===== src/design/wbts_pkg.sv =====
package wbts_pkg;

	localparam int CNT_W = 23;
	localparam logic [CNT_W-1:0] CNT_MAX = {CNT_W{1'b1}};

	// configuration register indexes
	localparam int CFG_IDX_W = 2;
	localparam logic [CFG_IDX_W-1:0] CFG_FRAME_WIDTH  = 2'd0;
	localparam logic [CFG_IDX_W-1:0] CFG_FRAME_HEIGHT = 2'd1;
	localparam logic [CFG_IDX_W-1:0] CFG_WHITE_LEVEL  = 2'd2;

	localparam int CFG_DATA_W = 12;
	localparam int RST_FRAME_WIDTH  = 640;
	localparam int RST_FRAME_HEIGHT = 480;
	localparam logic [7:0] RST_WHITE_LEVEL = 8'd255;

	// floor(w / 3) as (w * RECIP3) >> RECIP3_SHIFT, exact for w below 2^17
	localparam int RECIP3_W = 17;
	localparam logic [RECIP3_W-1:0] RECIP3 = 17'd43691;
	localparam int RECIP3_SHIFT = 17;

	// column band of a pixel
	localparam logic [1:0] REGION_LEFT   = 2'd0;
	localparam logic [1:0] REGION_CENTER = 2'd1;
	localparam logic [1:0] REGION_RIGHT  = 2'd2;

	// steering commands
	localparam logic [1:0] CMD_STOP    = 2'd0;
	localparam logic [1:0] CMD_LEFT    = 2'd1;
	localparam logic [1:0] CMD_RIGHT   = 2'd2;
	localparam logic [1:0] CMD_FORWARD = 2'd3;

	// classified pixel leaving the scan stage
	typedef struct packed {
		logic       valid;
		logic       white;
		logic [1:0] region;
		logic       last;
	} tok_t;

endpackage


===== src/design/white_blob_third_steering_top.sv =====
// white_blob_third_steering_top
// pixels come in raster order on pix_valid/pix_ready, three channel bytes per
// item. a pixel is white when all three bytes equal white_level; white pixels
// are counted per column band (left third, centre, right third of the row).
// at the last pixel of a frame one result leaves on res_valid/res_ready: the
// steering command and the three counts, which then restart from zero.
// configuration (frame_width, frame_height, white_level) is written on
// cfg_valid with cfg_index and cfg_data; cfg_ready is always high. writes
// belong between frames while the block is idle.
// throughput is one pixel per clock while pix_ready is high: classification,
// the three lane counters and the command merge are separate register stages.
// after the edge that accepts the last pixel of a frame, its result passes
// the totals stage and then the output register, where res_valid rises.
// a stalled receiver holds the result in the output register; pixels keep
// flowing, a second finished frame waits in the totals stage, and pix_ready
// drops only when a third frame ends while those two are still waiting.
// reset clears position, counts and pending results and restores the reset
// frame size 640 x 480 and white level 255.
module white_blob_third_steering_top #(
	parameter int MAX_WIDTH  = 2048,
	parameter int MAX_HEIGHT = 2048
) (
	input  logic                              clk,
	input  logic                              arst_n,
	input  logic                              cfg_valid,
	output logic                              cfg_ready,
	input  logic [wbts_pkg::CFG_IDX_W-1:0]    cfg_index,
	input  logic [wbts_pkg::CFG_DATA_W-1:0]   cfg_data,
	input  logic                              pix_valid,
	output logic                              pix_ready,
	input  logic [7:0]                        chan_first,
	input  logic [7:0]                        chan_second,
	input  logic [7:0]                        chan_third,
	output logic                              res_valid,
	input  logic                              res_ready,
	output logic [1:0]                        steer_cmd,
	output logic [wbts_pkg::CNT_W-1:0]        left_total,
	output logic [wbts_pkg::CNT_W-1:0]        center_total,
	output logic [wbts_pkg::CNT_W-1:0]        right_total
);

	wbts_pkg::tok_t             tok_s1;
	logic                       adv, fire, s2_free;
	logic [2:0]                 lane_inc;
	logic [wbts_pkg::CNT_W-1:0] left_s2, center_s2, right_s2;

	assign cfg_ready = 1'b1;

	// only the frame's last item needs room in the totals stage
	assign adv  = !tok_s1.last || s2_free;
	assign fire = tok_s1.valid && adv;

	assign lane_inc[0] = tok_s1.white && (tok_s1.region == wbts_pkg::REGION_LEFT);
	assign lane_inc[1] = tok_s1.white && (tok_s1.region == wbts_pkg::REGION_CENTER);
	assign lane_inc[2] = tok_s1.white && (tok_s1.region == wbts_pkg::REGION_RIGHT);

	wbts_scan #(
		.MAX_WIDTH  (MAX_WIDTH),
		.MAX_HEIGHT (MAX_HEIGHT)
	) u_scan (
		.clk         (clk),
		.arst_n      (arst_n),
		.cfg_valid   (cfg_valid),
		.cfg_index   (cfg_index),
		.cfg_data    (cfg_data),
		.pix_valid   (pix_valid),
		.pix_ready   (pix_ready),
		.chan_first  (chan_first),
		.chan_second (chan_second),
		.chan_third  (chan_third),
		.adv         (adv),
		.tok_s1      (tok_s1)
	);

	wbts_lane u_lane_left (
		.clk      (clk),
		.arst_n   (arst_n),
		.fire     (fire),
		.inc      (lane_inc[0]),
		.last     (tok_s1.last),
		.total_s2 (left_s2)
	);

	wbts_lane u_lane_center (
		.clk      (clk),
		.arst_n   (arst_n),
		.fire     (fire),
		.inc      (lane_inc[1]),
		.last     (tok_s1.last),
		.total_s2 (center_s2)
	);

	wbts_lane u_lane_right (
		.clk      (clk),
		.arst_n   (arst_n),
		.fire     (fire),
		.inc      (lane_inc[2]),
		.last     (tok_s1.last),
		.total_s2 (right_s2)
	);

	wbts_merge u_merge (
		.clk          (clk),
		.arst_n       (arst_n),
		.load         (fire && tok_s1.last),
		.left_s2      (left_s2),
		.center_s2    (center_s2),
		.right_s2     (right_s2),
		.s2_free      (s2_free),
		.res_valid    (res_valid),
		.res_ready    (res_ready),
		.steer_cmd    (steer_cmd),
		.left_total   (left_total),
		.center_total (center_total),
		.right_total  (right_total)
	);

	a_last_has_room: assert property (@(posedge clk) disable iff (!arst_n)
		fire && tok_s1.last |-> s2_free)
		else $error("frame end item fired into an occupied totals stage");

	a_accept_lands: assert property (@(posedge clk) disable iff (!arst_n)
		pix_valid && pix_ready |=> tok_s1.valid)
		else $error("accepted item lost before the lanes");

	a_one_lane: assert property (@(posedge clk) disable iff (!arst_n)
		tok_s1.valid |-> $onehot0(lane_inc))
		else $error("white pixel counted in more than one band");

endmodule


===== src/design/wbts_scan.sv =====
module wbts_scan #(
	parameter int MAX_WIDTH  = 2048,
	parameter int MAX_HEIGHT = 2048
) (
	input  logic                              clk,
	input  logic                              arst_n,
	input  logic                              cfg_valid,
	input  logic [wbts_pkg::CFG_IDX_W-1:0]    cfg_index,
	input  logic [wbts_pkg::CFG_DATA_W-1:0]   cfg_data,
	input  logic                              pix_valid,
	output logic                              pix_ready,
	input  logic [7:0]                        chan_first,
	input  logic [7:0]                        chan_second,
	input  logic [7:0]                        chan_third,
	input  logic                              adv,
	output wbts_pkg::tok_t                    tok_s1
);

	localparam int WW = $clog2(MAX_WIDTH + 1);
	localparam int HW = $clog2(MAX_HEIGHT + 1);
	localparam int CW = $clog2(MAX_WIDTH);
	localparam int RW = (MAX_HEIGHT > 1) ? $clog2(MAX_HEIGHT) : 1;
	localparam int PW = WW + wbts_pkg::RECIP3_W;

	localparam int RST_W = (wbts_pkg::RST_FRAME_WIDTH > MAX_WIDTH) ?
		MAX_WIDTH : wbts_pkg::RST_FRAME_WIDTH;
	localparam int RST_H = (wbts_pkg::RST_FRAME_HEIGHT > MAX_HEIGHT) ?
		MAX_HEIGHT : wbts_pkg::RST_FRAME_HEIGHT;
	localparam int RST_THIRD = RST_W / 3;

	logic [WW-1:0] third_q, two_third_q, wlast_q;
	logic [HW-1:0] hlast_q;
	logic [7:0]    level_q;
	logic [CW-1:0] col_q;
	logic [RW-1:0] row_q;

	logic [31:0]   cfg_ext;
	logic [WW-1:0] w_n;
	logic [HW-1:0] h_n;
	logic [PW-1:0] prod;
	logic [WW-1:0] third_n;
	logic          accept, white, row_end, frame_end;
	logic [1:0]    region;

	assign cfg_ext = 32'(cfg_data);

	always_comb begin
		if (cfg_ext == 32'd0) begin
			w_n = WW'(1);
		end else if (cfg_ext > 32'(MAX_WIDTH)) begin
			w_n = WW'(MAX_WIDTH);
		end else begin
			w_n = WW'(cfg_ext);
		end
		if (cfg_ext == 32'd0) begin
			h_n = HW'(1);
		end else if (cfg_ext > 32'(MAX_HEIGHT)) begin
			h_n = HW'(MAX_HEIGHT);
		end else begin
			h_n = HW'(cfg_ext);
		end
	end

	assign prod    = PW'(w_n) * PW'(wbts_pkg::RECIP3);
	assign third_n = WW'(prod >> wbts_pkg::RECIP3_SHIFT);

	// derived frame geometry is worked out once, at the register write
	always_ff @(posedge clk or negedge arst_n) begin
		if (!arst_n) begin
			third_q     <= WW'(RST_THIRD);
			two_third_q <= WW'(2 * RST_THIRD);
			wlast_q     <= WW'(RST_W - 1);
			hlast_q     <= HW'(RST_H - 1);
			level_q     <= wbts_pkg::RST_WHITE_LEVEL;
		end else if (cfg_valid) begin
			unique case (cfg_index)
				wbts_pkg::CFG_FRAME_WIDTH: begin
					third_q     <= third_n;
					two_third_q <= WW'({third_n, 1'b0});
					wlast_q     <= w_n - WW'(1);
				end
				wbts_pkg::CFG_FRAME_HEIGHT: begin
					hlast_q <= h_n - HW'(1);
				end
				wbts_pkg::CFG_WHITE_LEVEL: begin
					level_q <= cfg_data[7:0];
				end
				default: begin
				end
			endcase
		end
	end

	assign pix_ready = !tok_s1.valid || adv;
	assign accept    = pix_valid && pix_ready;

	assign white = (chan_first == level_q) && (chan_second == level_q) &&
		(chan_third == level_q);

	always_comb begin
		if (WW'(col_q) < third_q) begin
			region = wbts_pkg::REGION_LEFT;
		end else if (WW'(col_q) > two_third_q) begin
			region = wbts_pkg::REGION_RIGHT;
		end else begin
			region = wbts_pkg::REGION_CENTER;
		end
	end

	// a size shrunk mid-frame ends the row or frame at once
	assign row_end   = (WW'(col_q) >= wlast_q);
	assign frame_end = row_end && (HW'(row_q) >= hlast_q);

	always_ff @(posedge clk or negedge arst_n) begin
		if (!arst_n) begin
			col_q <= '0;
			row_q <= '0;
		end else if (accept) begin
			if (frame_end) begin
				col_q <= '0;
				row_q <= '0;
			end else if (row_end) begin
				col_q <= '0;
				row_q <= row_q + RW'(1);
			end else begin
				col_q <= col_q + CW'(1);
			end
		end
	end

	always_ff @(posedge clk or negedge arst_n) begin
		if (!arst_n) begin
			tok_s1 <= '0;
		end else if (accept) begin
			tok_s1.valid  <= 1'b1;
			tok_s1.white  <= white;
			tok_s1.region <= region;
			tok_s1.last   <= frame_end;
		end else if (adv) begin
			tok_s1.valid <= 1'b0;
		end
	end

endmodule


===== src/design/wbts_lane.sv =====
module wbts_lane (
	input  logic                         clk,
	input  logic                         arst_n,
	input  logic                         fire,
	input  logic                         inc,
	input  logic                         last,
	output logic [wbts_pkg::CNT_W-1:0]   total_s2
);

	logic [wbts_pkg::CNT_W-1:0] acc_q;
	logic [wbts_pkg::CNT_W-1:0] acc_nxt;

	// saturating count
	assign acc_nxt = (inc && (acc_q != wbts_pkg::CNT_MAX)) ?
		acc_q + wbts_pkg::CNT_W'(1) : acc_q;

	always_ff @(posedge clk or negedge arst_n) begin
		if (!arst_n) begin
			acc_q <= '0;
		end else if (fire) begin
			acc_q <= last ? '0 : acc_nxt;
		end
	end

	always_ff @(posedge clk) begin
		if (fire && last) begin
			total_s2 <= acc_nxt;
		end
	end

endmodule


===== src/design/wbts_merge.sv =====
module wbts_merge (
	input  logic                         clk,
	input  logic                         arst_n,
	input  logic                         load,
	input  logic [wbts_pkg::CNT_W-1:0]   left_s2,
	input  logic [wbts_pkg::CNT_W-1:0]   center_s2,
	input  logic [wbts_pkg::CNT_W-1:0]   right_s2,
	output logic                         s2_free,
	output logic                         res_valid,
	input  logic                         res_ready,
	output logic [1:0]                   steer_cmd,
	output logic [wbts_pkg::CNT_W-1:0]   left_total,
	output logic [wbts_pkg::CNT_W-1:0]   center_total,
	output logic [wbts_pkg::CNT_W-1:0]   right_total
);

	logic       valid_s2;
	logic       s2_move;
	logic [1:0] cmd;

	assign s2_move = valid_s2 && (!res_valid || res_ready);
	assign s2_free = !valid_s2 || s2_move;

	always_comb begin
		if ((left_s2 == '0) && (center_s2 == '0) && (right_s2 == '0)) begin
			cmd = wbts_pkg::CMD_STOP;
		end else if ((left_s2 > right_s2) && (left_s2 > center_s2)) begin
			cmd = wbts_pkg::CMD_LEFT;
		end else if ((right_s2 > left_s2) && (right_s2 > center_s2)) begin
			cmd = wbts_pkg::CMD_RIGHT;
		end else begin
			cmd = wbts_pkg::CMD_FORWARD;
		end
	end

	always_ff @(posedge clk or negedge arst_n) begin
		if (!arst_n) begin
			valid_s2  <= 1'b0;
			res_valid <= 1'b0;
		end else begin
			if (load) begin
				valid_s2 <= 1'b1;
			end else if (s2_move) begin
				valid_s2 <= 1'b0;
			end
			if (s2_move) begin
				res_valid <= 1'b1;
			end else if (res_ready) begin
				res_valid <= 1'b0;
			end
		end
	end

	always_ff @(posedge clk) begin
		if (s2_move) begin
			steer_cmd    <= cmd;
			left_total   <= left_s2;
			center_total <= center_s2;
			right_total  <= right_s2;
		end
	end

	a_stop_when_empty: assert property (@(posedge clk) disable iff (!arst_n)
		res_valid |-> ((steer_cmd == wbts_pkg::CMD_STOP) ==
			((left_total == '0) && (center_total == '0) && (right_total == '0))))
		else $error("stop command does not match empty totals");

	a_left_wins: assert property (@(posedge clk) disable iff (!arst_n)
		res_valid && (steer_cmd == wbts_pkg::CMD_LEFT) |->
			(left_total > center_total) && (left_total > right_total))
		else $error("left command without a strict left majority");

	a_right_wins: assert property (@(posedge clk) disable iff (!arst_n)
		res_valid && (steer_cmd == wbts_pkg::CMD_RIGHT) |->
			(right_total > center_total) && (right_total > left_total))
		else $error("right command without a strict right majority");

endmodule


===== config.mk =====
export PLATFORM = sky130hd
export DESIGN_NAME = white_blob_third_steering_top
export DESIGN_NICKNAME = d
export VERILOG_FILES = /design/src/design/wbts_pkg.sv /design/src/design/white_blob_third_steering_top.sv /design/src/design/wbts_scan.sv /design/src/design/wbts_lane.sv /design/src/design/wbts_merge.sv
export SDC_FILE = /design/constraint.sdc
export NUM_CORES = 1
export LEC_CHECK = 0
export BUFFER_PORTS_ARGS = -buffer_cell sky130_fd_sc_hd__buf_4
export CAP_MARGIN = 20
export CORE_MARGIN = 10
export CORE_UTILIZATION = 39
export DETAILED_ROUTE_END_ITERATION = 16
export HOLD_SLACK_MARGIN = 0.05
export PLACE_DENSITY_LB_ADDON = 0.3
export SLEW_MARGIN = 20
export SYNTH_ARGS = -nofsm -noshare
export SYNTH_HDL_FRONTEND = slang
export SYNTH_SLANG_ARGS = --single-unit

===== constraint.sdc =====
create_clock -name clk -period 3.9 [get_ports clk]
set_input_delay 0.78 -clock clk [delete_from_list [all_inputs] [get_ports clk]]
set_output_delay 0.78 -clock clk [all_outputs]
set_load 0.05 [all_outputs]

==> results.py <==
metrics = {
    "global_route": {
        "grt_pass1_vias": 14039,
        "met2_usage_pct": 30.2,
        "met3_usage_pct": 2.65,
        "grt_use_met1_pct": 20.2,
        "grt_pass1_wl_um": 75700,
        "grt_max_degree": 84,
        "track_usage_pct": 17.2,
        "grt-busiest-layer": "met2",
        "antenna_found_initial": 1,
        "grt_overflow_total": 0,
    },
    "worst_setup_path": {
        "max_stage_delay_ps": 570,
        "crit_required_ps": 4420,
        "cp_top_family": "adder cells",
        "r2r_start": "u_lane_left.total_s2[13]",
        "ff2ff_setup_slack_ps": 900,
        "r2r-end": "u_merge.steer_cmd[1]",
        "path_buf_inv": 8,
        "cp_max_fo": 6,
        "r2r_cells": 8,
        "crit_chain": "buf_16, nand2b_4, inv_4, ha_4, ha_4, or2_4, inv_4, fa_2, inv_2, fa_1, inv_2, fa_1, inv_2, ha_4, and4_1, o21ai_2, buf_4, o31ai_4, buf_12, a21oi_4, or4b_4, nand3_2",
        "startpoint_type": "input port",
        "path_class": "in -> reg",
        "endpoint_kind": "flip-flop",
        "cp.arrival_ps": 5090,
        "cp_slowest_cell": "fa_2",
    },
    "cts": {
        "cts_sinks": 281,
        "clkTransAtPathRegs_ps": 60,
        "cts_hold_buf": 0,
        "numCtsBuffers": 31,
        "cts_buffer_depth": 3,
        "htree_levels": 1,
        "root_buffer": "clkbuf_16",
        "insertion_delay_ps": 590,
        "cts_tree": "done",
    },
    "timing": {
        "fmax_ghz": 0.218,
        "fin_skew_ps": 19.0,
        "layout_min_cycle_time_ps": 4580,
        "relSlewSlack_pct": 38.4,
        "hold_viol": 0,
        "fin_ws_ps": -679,
        "tightest_slew_ps": 924,
        "setup_viol": 11,
        "finalCritPeriodShare_pct": 117,
        "rsz0062_at_grt": "true",
        "maxSlewViolCount": 0,
    },
    "synth": {
        "synth_cell_types": 74,
        "synth_area_leaders": "edfxtp_1, dfrtp_1, ha_1",
        "syn_area_um2": 18000,
        "ys_ff_latch": 281,
        "synthFlopType": "edfxtp_1",
        "yosys_warnings": 0,
        "ys_seq_area_share_pct": 43.3,
        "synth_top_area_share_pct": 23.4,
        "synthArstFlopShare_pct": 50.2,
        "syn_avg_cell_area_um2": 10.3,
        "yosysTopAreaCell": "edfxtp_1",
        "synthCells": 1738,
        "synth-edff-count": 140,
    },
    "placement": {
        "place.gp.congestion": 0.945,
        "hpwl_um": 36800,
        "placed_cells": 2498,
        "portBuffers": 115,
        "placement.cell_area_um2": 20300,
        "dp_slack_ps": -1440,
    },
    "power": {
        "peakVddDrop_mv": 0.386,
        "power_density_nw_per_um2": 428,
        "power_leakage_uw": 0.00985,
    },
    "floorplanning": {
        "core_area_um2": 45500,
        "die-area_um2": 55000,
        "fp.dieH_um": 235,
        "start_util_pct": 39.5,
        "io_pins": 117,
        "rows": 78,
        "die_x_um": 235,
    },
    "routing": {
        "postRouteAntennaNets": 0,
        "drc_errors": 0,
        "routedWlPerCell_um": 18.5,
        "wl_um": 47900,
        "first_pass_iters": 5,
        "via_per_inst": 5.27,
        "dr_total_vias": 13655,
        "drt_iter0_markers": 742,
    },
    "status": {
        "run_status": "complete, but fails checks",
        "violations": "negative setup slack",
    },
    "final_layout": {
        "synthToLayoutAreaGrowth_pct": 22.5,
        "n_fill_cell": 4170,
        "drive_gt1_share_pct": 22.1,
        "fin_area_um2": 22000,
        "diodes": 0,
        "fin_cells": 2590,
        "nNetsFinal": 2250,
    },
    "min_path": {
        "min_path_type": "in -> async",
    },
    "job": {
        "drv_cap": 0,
    },
}
synth_stat cells, drive strengths merged (27+ instances only):
| cell type | number |
|---|---|
| o21ai | 136 |
| ha | 198 |
| nand4 | 34 |
| nand2 | 140 |
| inv | 191 |
| nor2b | 35 |
| nor3 | 27 |
| nand3 | 53 |
| dfrtp | 112 |
| clkbuf | 44 |
| xor2 | 41 |
| edfxtp | 140 |
| and3 | 38 |
| fa | 44 |
| a21oi | 61 |
| nor2 | 71 |
| xnor2 | 49 |
| a21o | 35 |
| dfstp | 29 |
metrics by stage:
step | utilization, % | hold slack, ps | total power [uW] | setup TNS (ps)
final | 48.4 | 244 | 9430 | -5920
after CTS | 47.7 | 286 | 9320 | -6850
after floorplan | - | 450 | 5400 | -11250
after detailed placement | 44.5 | 471 | 6310 | -14170
after global placement | 44.5 | 469 | 6200 | -14010
after global routing | 48.4 | 309 | 10000 | -7460
kinds of logic after synthesis:
logic type | synth area share (%)
adder cells (fa/ha/maj) | 18.7
buffers and inverters | 5.34
other | 0.0209
AND/OR/NAND/NOR | 14.1
flip-flops | 43.3
AO/OA/AOI/OAI | 12.5
multiplexers | 1.71
XOR/XNOR | 4.39
worst reg2reg max path, cell delays in order (launching register included):
cell and delay, ps:
edfxtp_1 530, ha_1 370, nand3_1 110, nor3_1 530
nand3_1 180, a211oi_1 400, nor3_1 90, o221a_2 260
o31a_1 290
how the worst max path moves through the flow:
stage / from / slack, ps / end / cells past startpoint
6_report: cfg_data[11] / -680 / u_scan.third_q[9] / 22
5_1_grt: cfg_data[11] / -760 / u_scan.third_q[9] / 20
4_1_cts: cfg_data[11] / -600 / u_scan.third_q[9] / 21
3_5_place_dp: cfg_data[11] / -1440 / u_scan.third_q[10] / 20
3_3_place_gp: cfg_data[11] / -1390 / u_scan.third_q[10] / 20
2_1_floorplan: cfg_data[11] / -1240 / u_scan.third_q[9] / 21
report_power, final:
| group | switching (uW) | internal (uW) | leakage, uW |
|---|---|---|---|
| clock network | 1210 | 1570 | 0.000478 |
| registers | 296 | 3430 | 0.00293 |
| logic | 1480 | 1440 | 0.00644 |
cell type report:
cell class / count / area (um2) / area share, %
multi-input cells: 1210 / 9820 / 44.6
flip-flops and latches: 281 / 7770 / 35.3
repair buffers: 250 / 1960 / 8.92
clock buffers: 47 / 886 / 4.03
well taps: 600 / 751 / 3.41
inverters: 191 / 729 / 3.32
clock inverters: 11 / 81.3 / 0.370
sequential cells by signal, indices dropped and copies added, names as in the netlist, 12 cells and up:
name and count:
u_lane_right.acc_q 23, u_merge.center_total 23, u_scan.wlast_q 12, u_lane_left.acc_q 23, u_scan.hlast_q 12, u_merge.left_total 23, u_lane_left.total_s2 23, u_merge.right_total 23
u_lane_center.acc_q 23, u_lane_center.total_s2 23, u_lane_right.total_s2 23
metal layers:
metal | part of all wire (%) | routed length, um | vias to the layer above
li1 | - | - | 6641
met1 | 41 | 19800 | 6572
met2 | 49 | 23500 | 315
met3 | 4.6 | 2200 | 125
met4 | 5.1 | 2430 | 2
met5 | 0.025 | 12 | -
cells in the final DEF, fill, tap and decap left out, types with 35 or more instances in the layout:
master and instances:
buf_4 236, xnor2_1 43, nand2_1 139, inv_1 173, a21oi_1 57, xor2_1 40
o21ai_0 119, nand3_1 50, and3_1 37, edfxtp_1 140, dfrtp_1 112, ha_1 180
nor2_1 69, a21o_1 35
timing repair:
action / in CTS / in global routing
pin swaps: 27 / 35
buffers inserted: 30 / 10
endpoints found under the setup margin: 11 / 21
endpoints found under the hold margin: 0 / 0
gates resized for setup: 57 / 51
gates cloned: 1 / 0
Note: power is estimated with default switching activity, not from simulation.
